--- src/design/assert_macros.svh ---
// shared assertion macros
`ifndef ASSERT_MACROS_SVH
`define ASSERT_MACROS_SVH

// property checked at every clock edge outside reset
`define WRSN_ASSERT(lbl, clk, rst_n, prop, msg) \
	lbl: assert property (@(posedge clk) disable iff (!rst_n) prop) else $error(msg);

// antecedent implies consequent in the next cycle
`define WRSN_ASSERT_NEXT(lbl, clk, rst_n, ante, cons, msg) \
	lbl: assert property (@(posedge clk) disable iff (!rst_n) (ante) |=> (cons)) else $error(msg);

`endif

--- src/design/wrsn_pkg.sv ---
// ---------------------------------------------------------------------------
// wrsn_pkg
// shared types, constants and helpers of the row-sum norm estimator
// ---------------------------------------------------------------------------
package wrsn_pkg;

	localparam int FRAC_BITS = 16;
	localparam int ONE_FX    = 1 << FRAC_BITS;

	// divider job selector
	localparam logic [1:0] DIV_REL = 2'd0;
	localparam logic [1:0] DIV_IMP = 2'd1;
	localparam logic [1:0] DIV_T   = 2'd2;
	localparam logic [1:0] DIV_R0  = 2'd3;

	typedef struct packed {
		logic       load_in;
		logic       mul1;
		logic       mul2;
		logic       scale;
		logic       cmp;
		logic       div_start;
		logic [1:0] div_sel;
		logic       mt1;
		logic       mt2;
		logic       rcp_mul;
		logic       rcp_sum;
		logic       load_out;
	} wrsn_cmd_t;

	typedef struct packed {
		logic row_done;
		logic mat_done;
		logic div_done;
		logic out_free;
	} wrsn_stat_t;

	// clamp a signed Q8.16 value to [0, one]
	function automatic logic [FRAC_BITS:0] clamp_unit(input logic signed [23:0] v);
		logic [FRAC_BITS:0] r;
		if (v <= 0) begin
			r = '0;
		end else if (v > 24'(ONE_FX)) begin
			r = (FRAC_BITS+1)'(ONE_FX);
		end else begin
			r = v[FRAC_BITS:0];
		end
		return r;
	endfunction

endpackage

--- src/design/wrsn_ctrl.sv ---
// ---------------------------------------------------------------------------
// wrsn_ctrl
// sequencer for element, row end and matrix end work
// ---------------------------------------------------------------------------
module wrsn_ctrl import wrsn_pkg::*; (
	input  logic       clk,
	input  logic       arst_n,
	input  logic       in_valid,
	output logic       in_ready,
	input  wrsn_stat_t stat,
	output wrsn_cmd_t  cmd
);

	localparam logic [3:0] S_IDLE = 4'd0;
	localparam logic [3:0] S_MUL1 = 4'd1;
	localparam logic [3:0] S_MUL2 = 4'd2;
	localparam logic [3:0] S_SCL  = 4'd3;
	localparam logic [3:0] S_CMP  = 4'd4;
	localparam logic [3:0] S_DST  = 4'd5;
	localparam logic [3:0] S_DWT  = 4'd6;
	localparam logic [3:0] S_MT1  = 4'd7;
	localparam logic [3:0] S_MT2  = 4'd8;
	localparam logic [3:0] S_OUT  = 4'd9;
	localparam logic [3:0] S_RMUL = 4'd10;
	localparam logic [3:0] S_RSUM = 4'd11;

	logic [3:0] state_q;
	logic [3:0] state_d;
	logic [1:0] sel_q;
	logic [1:0] sel_d;

	always_comb begin
		state_d = state_q;
		sel_d   = sel_q;
		cmd     = '0;
		cmd.div_sel = sel_q;
		unique case (state_q)
			S_IDLE: begin
				cmd.load_in = in_valid;
				if (in_valid) state_d = S_MUL1;
			end
			S_MUL1: begin
				cmd.mul1 = 1'b1;
				state_d  = S_MUL2;
			end
			S_MUL2: begin
				cmd.mul2 = 1'b1;
				state_d  = stat.row_done ? S_SCL : S_IDLE;
			end
			S_SCL: begin
				cmd.scale = 1'b1;
				state_d   = S_CMP;
			end
			S_CMP: begin
				cmd.cmp = 1'b1;
				if (stat.mat_done) begin
					sel_d   = DIV_REL;
					state_d = S_DST;
				end else begin
					state_d = S_IDLE;
				end
			end
			S_DST: begin
				cmd.div_start = 1'b1;
				state_d       = S_DWT;
			end
			S_DWT: begin
				if (stat.div_done) begin
					if (sel_q == DIV_REL) begin
						sel_d   = DIV_IMP;
						state_d = S_DST;
					end else begin
						state_d = S_MT1;
					end
				end
			end
			S_MT1: begin
				cmd.mt1 = 1'b1;
				sel_d   = DIV_T;
				state_d = S_RMUL;
			end
			S_MT2: begin
				cmd.mt2 = 1'b1;
				sel_d   = DIV_R0;
				state_d = S_RMUL;
			end
			S_RMUL: begin
				cmd.rcp_mul = 1'b1;
				state_d     = S_RSUM;
			end
			S_RSUM: begin
				cmd.rcp_sum = 1'b1;
				state_d     = (sel_q == DIV_T) ? S_MT2 : S_OUT;
			end
			S_OUT: begin
				if (stat.out_free) begin
					cmd.load_out = 1'b1;
					state_d      = S_IDLE;
				end
			end
			default: state_d = S_IDLE;
		endcase
	end

	always_ff @(posedge clk or negedge arst_n) begin
		if (!arst_n) begin
			state_q <= S_IDLE;
			sel_q   <= DIV_REL;
		end else begin
			state_q <= state_d;
			sel_q   <= sel_d;
		end
	end

	assign in_ready = (state_q == S_IDLE);

endmodule

--- config.mk ---
export PLATFORM = sky130hd
export DESIGN_NAME = wrsn_ctrl
export DESIGN_NICKNAME = d
export VERILOG_FILES = /design/src/design/assert_macros.svh /design/src/design/wrsn_pkg.sv /design/src/design/wrsn_ctrl.sv
export SDC_FILE = /design/constraint.sdc
export NUM_CORES = 1
export LEC_CHECK = 0
export ABC_CLOCK_PERIOD_IN_PS = 1250
export BUFFER_PORTS_ARGS = -buffer_cell sky130_fd_sc_hd__buf_2
export CORE_MARGIN = 5
export CORE_UTILIZATION = 42
export CTS_CLUSTER_DIAMETER = 50
export DETAILED_ROUTE_END_ITERATION = 10
export GPL_ROUTABILITY_DRIVEN = 1
export PLACE_DENSITY = 0.78
export SKIP_CTS_REPAIR_TIMING = 1
export SYNTH_ARGS = -nofsm -noshare
export SYNTH_HDL_FRONTEND = slang
export SYNTH_SLANG_ARGS = --single-unit
--- constraint.sdc ---
create_clock -name clk -period 1.25 [get_ports clk]
set_input_delay 0 -clock clk [delete_from_list [all_inputs] [get_ports clk]]
set_output_delay 0 -clock clk [all_outputs]
set_load 0.01 [all_outputs]
==> results.md <==
* Seq/Total Area, Yosys at 27.0%
* Mapped Area at 556 sq um
* CTS tree: yes
* Final core occ at 84.3%
* Cell family with most CP delay: compound AO/OA/AOI/OAI gates
* Post-Route Skew at 0.00105 ns
* Number of flops mapped to enable cells by yosys at 0
* Worst setup EP type: register
* IO Port Bufs at 20
* Dpl cells at 121
* Critical path fanouts, max at 6
* Crit-path cells: buf_4, o41a_1, a22oi_2, o32ai_2
* Final hold slack at 0.00264 ns
* DPL Wire Length at 1360 um
* Sequential fraction of design power at 14.0%
* Top-Level Pins at 21
* Clock network fraction of design power at 5.9%
* Area of the multi-input gates at 478 sq um
* Max-cap violations at 0
* Yosys Warn Count at 0
* ANT cells at 0
* FF+latch count, synth at 6
* CP Data Required Time at 1.37 ns
* Die Ht at 46.4 um
* Most frequent cells after synthesis: a21oi_1 (10), buf_2 (7), dfrtp_1 (6), nand2b_1 (6)
* Setup ws final at -0.162 ns
* Multiplexer share of the synthesized area at 0%
* CP max stage delay at 0.44 ns
* Status: complete, but fails checks
* Routed vias at 782
* Worst Setup Start Kind: register
* Synth top area cells: dfrtp_1 (27%), a21oi_1 (9.0%), nand2b_1 (6.8%)
* Final Hold Viols at 0
* Total power at 3.11 mW
* PD cells at 2910 mW/mm^2
* Post-synth top area share at 27.0%
* Antenna violations before repair at 0
* Worst path arrival time at 1.53 ns
* CTS HTree Levels at 1
* Std-Cell Rows at 13
* Routed WL at 2290 um
* CP bufs+invs at 1
* Comb pwr share at 80.2%
* Number of global-route vias before repair at 632
* Crit Path Category: register to register
* Area grow syn2layout at 92.6%
* Net Sw Power at 1.40 mW
* Die X at 46.4 um
* Mapped Nets at 79
* GRT Resource Usage Total at 17.6%
* Non-Filler Instances at 135
* Post-synthesis adder-cell area fraction at 0%
* Complex-gate fraction of the synthesized area at 32.9%
* First-pass GRT wire length at 2730 um
* Nets at 129
* Reg2Reg Setup Slack at -0.16 ns
* Clock latency on the worst-skew pair at 0.25 ns
* Post-Synth Simple-Gate Area at 31.1%
* Clock Sinks at 6
* Share of layout cells above drive strength 1 at 69.2%
* Mapped Avg Cell Area at 7.72 sq um
* Most frequent cell after synthesis: a21oi_1
* RSZ-0062 raised after global routing: yes
* Die ar. at 0.00215 sq mm
* Global route overflow at 0
* CTS max path bufs at 2
* Maximum clock rate at 0.708 GHz
* Drt wl/cell at 16.9 um
* FILL cells at 72
* Largest net degree at the start of global routing at 13
* Clk slew on worst S/H paths at 0.05 ns
* Violated checks: negative setup slack
* Final setup violation count at 17
* Largest family of logic cells by synthesized area: compound AO/OA/AOI/OAI gates
* CTS Buf Count at 3
* Count of cell types in the netlist at 28
* Crit path max-delay cell type: dfrtp_2
* Fin. max-slew vios at 0
* Sw Ratio at 45.0%
* Maximum vdd drop at 0.00153 V
* Core area at 0.00127 sq mm
* Syn Inst Count at 72
* Root Driver: clkbuf_4
* Design internal power at 1.71 mW
* Part of the cycle the worst path needs at 113%
* Hold crit path type: input port to register
* Leakage Power at 0.513 nW
* Vias per inst at 5.79
* Tightest Pin Transition at 0.230 ns
* Setup TNS at -1.10 ns
* Relative slew margins at 84.5%
* Register Area at 155 sq um
* Gpl congestion at 0.856
* Post-synth top area cell: dfrtp_1
* Min Tclk post-route at 1.41 ns
* Main synth FF type: dfrtp_1
* Post-synth ARST share at 100%
* DRT iter0 DRCs at 20
* Post-DRT Antenna Nets at 0
* Area share of xor/xnor cells in the synthesized design at 0%
* DRC viols at 0
* Starting Density at 43.8%
* First-pass iteration count of the detailed router at 4
[worst reg2reg max path: cells and delay by family (launching register included)]
family	cells	cell delay, ns
buffers and inverters	1	0.17
AOI/OAI and AO/OA	3	0.68
DFF	1	0.44
[cells by family (layout without fill, tap and decap cells)]
family	after synthesis	in the layout
DFF	6	6
buffers and inverters	11	59
AOI/OAI and AO/OA	27	27
and+or+nand+nor	28	28
[per-layer routing]
metal  up-vias  share of wire, %  global-route usage, %
li1        358                 -                      -
met1       370                37                   23.0
met2        44                51                   27.7
met3        10               7.5                   3.13
met4         0               4.3                   7.95
met5         -                 0                      0
[placed cells by master (no fill, tap or decap), types with 3 or more instances in the layout]
cell type   n
clkbuf_4    3
nor2_2      3
nor3_2      4
dfrtp_2     4
buf_2      20
a21oi_1     9
nand2b_4    3
o21ai_0     3
inv_1       3
nand2b_1    4
buf_6      10
nand2_1     3
buf_4      21
[path summary, 6_finish.rpt]
path	startpoint	endpoint	cells after the start
max	state_q[3]	state_q[0]	4
min	stat[0]	state_q[0]	2
max in group asynchronous	arst_n	state_q[2]	2
min reg2reg	sel_q[0]	sel_q[0]	1
min in group asynchronous	arst_n	sel_q[0]	2
max reg2reg	state_q[3]	state_q[0]	4
[power by group through the flow]
stage | logic, mW | registers, mW | clock network, mW
2_1_floorplan | 1.01 | 0.337 | 0
3_3_place_gp | 1.58 | 0.427 | 0
3_5_place_dp | 1.60 | 0.442 | 0
4_1_cts | 1.61 | 0.440 | 0.187
5_1_grt | 2.63 | 0.448 | 0.196
6_report | 2.49 | 0.435 | 0.182
[sequential cells by signal, indices dropped and copies added (netlist names)]
signal   count
state_q      4
sel_q        2
[layout make-up]
type                            count  share of cell area, %
Timing Repair Buffer               52                   35.6
Clock buffer                        3                   2.11
Tap cell                           15                   1.75
Sequential cell                     6                   14.5
Multi-Input combinational cell     55                   44.7
Inverter                            4                   1.40
[per-stage QoR]
step,instance area [sq um],setup WS [ns]
detailed placement,797,-0.0815
CTS,820,-0.274
floorplan,556,0.0181
global placement,797,-0.0536
finish,1070,-0.162
global route,1070,-0.205
Note: power is estimated with default switching activity, not from simulation.
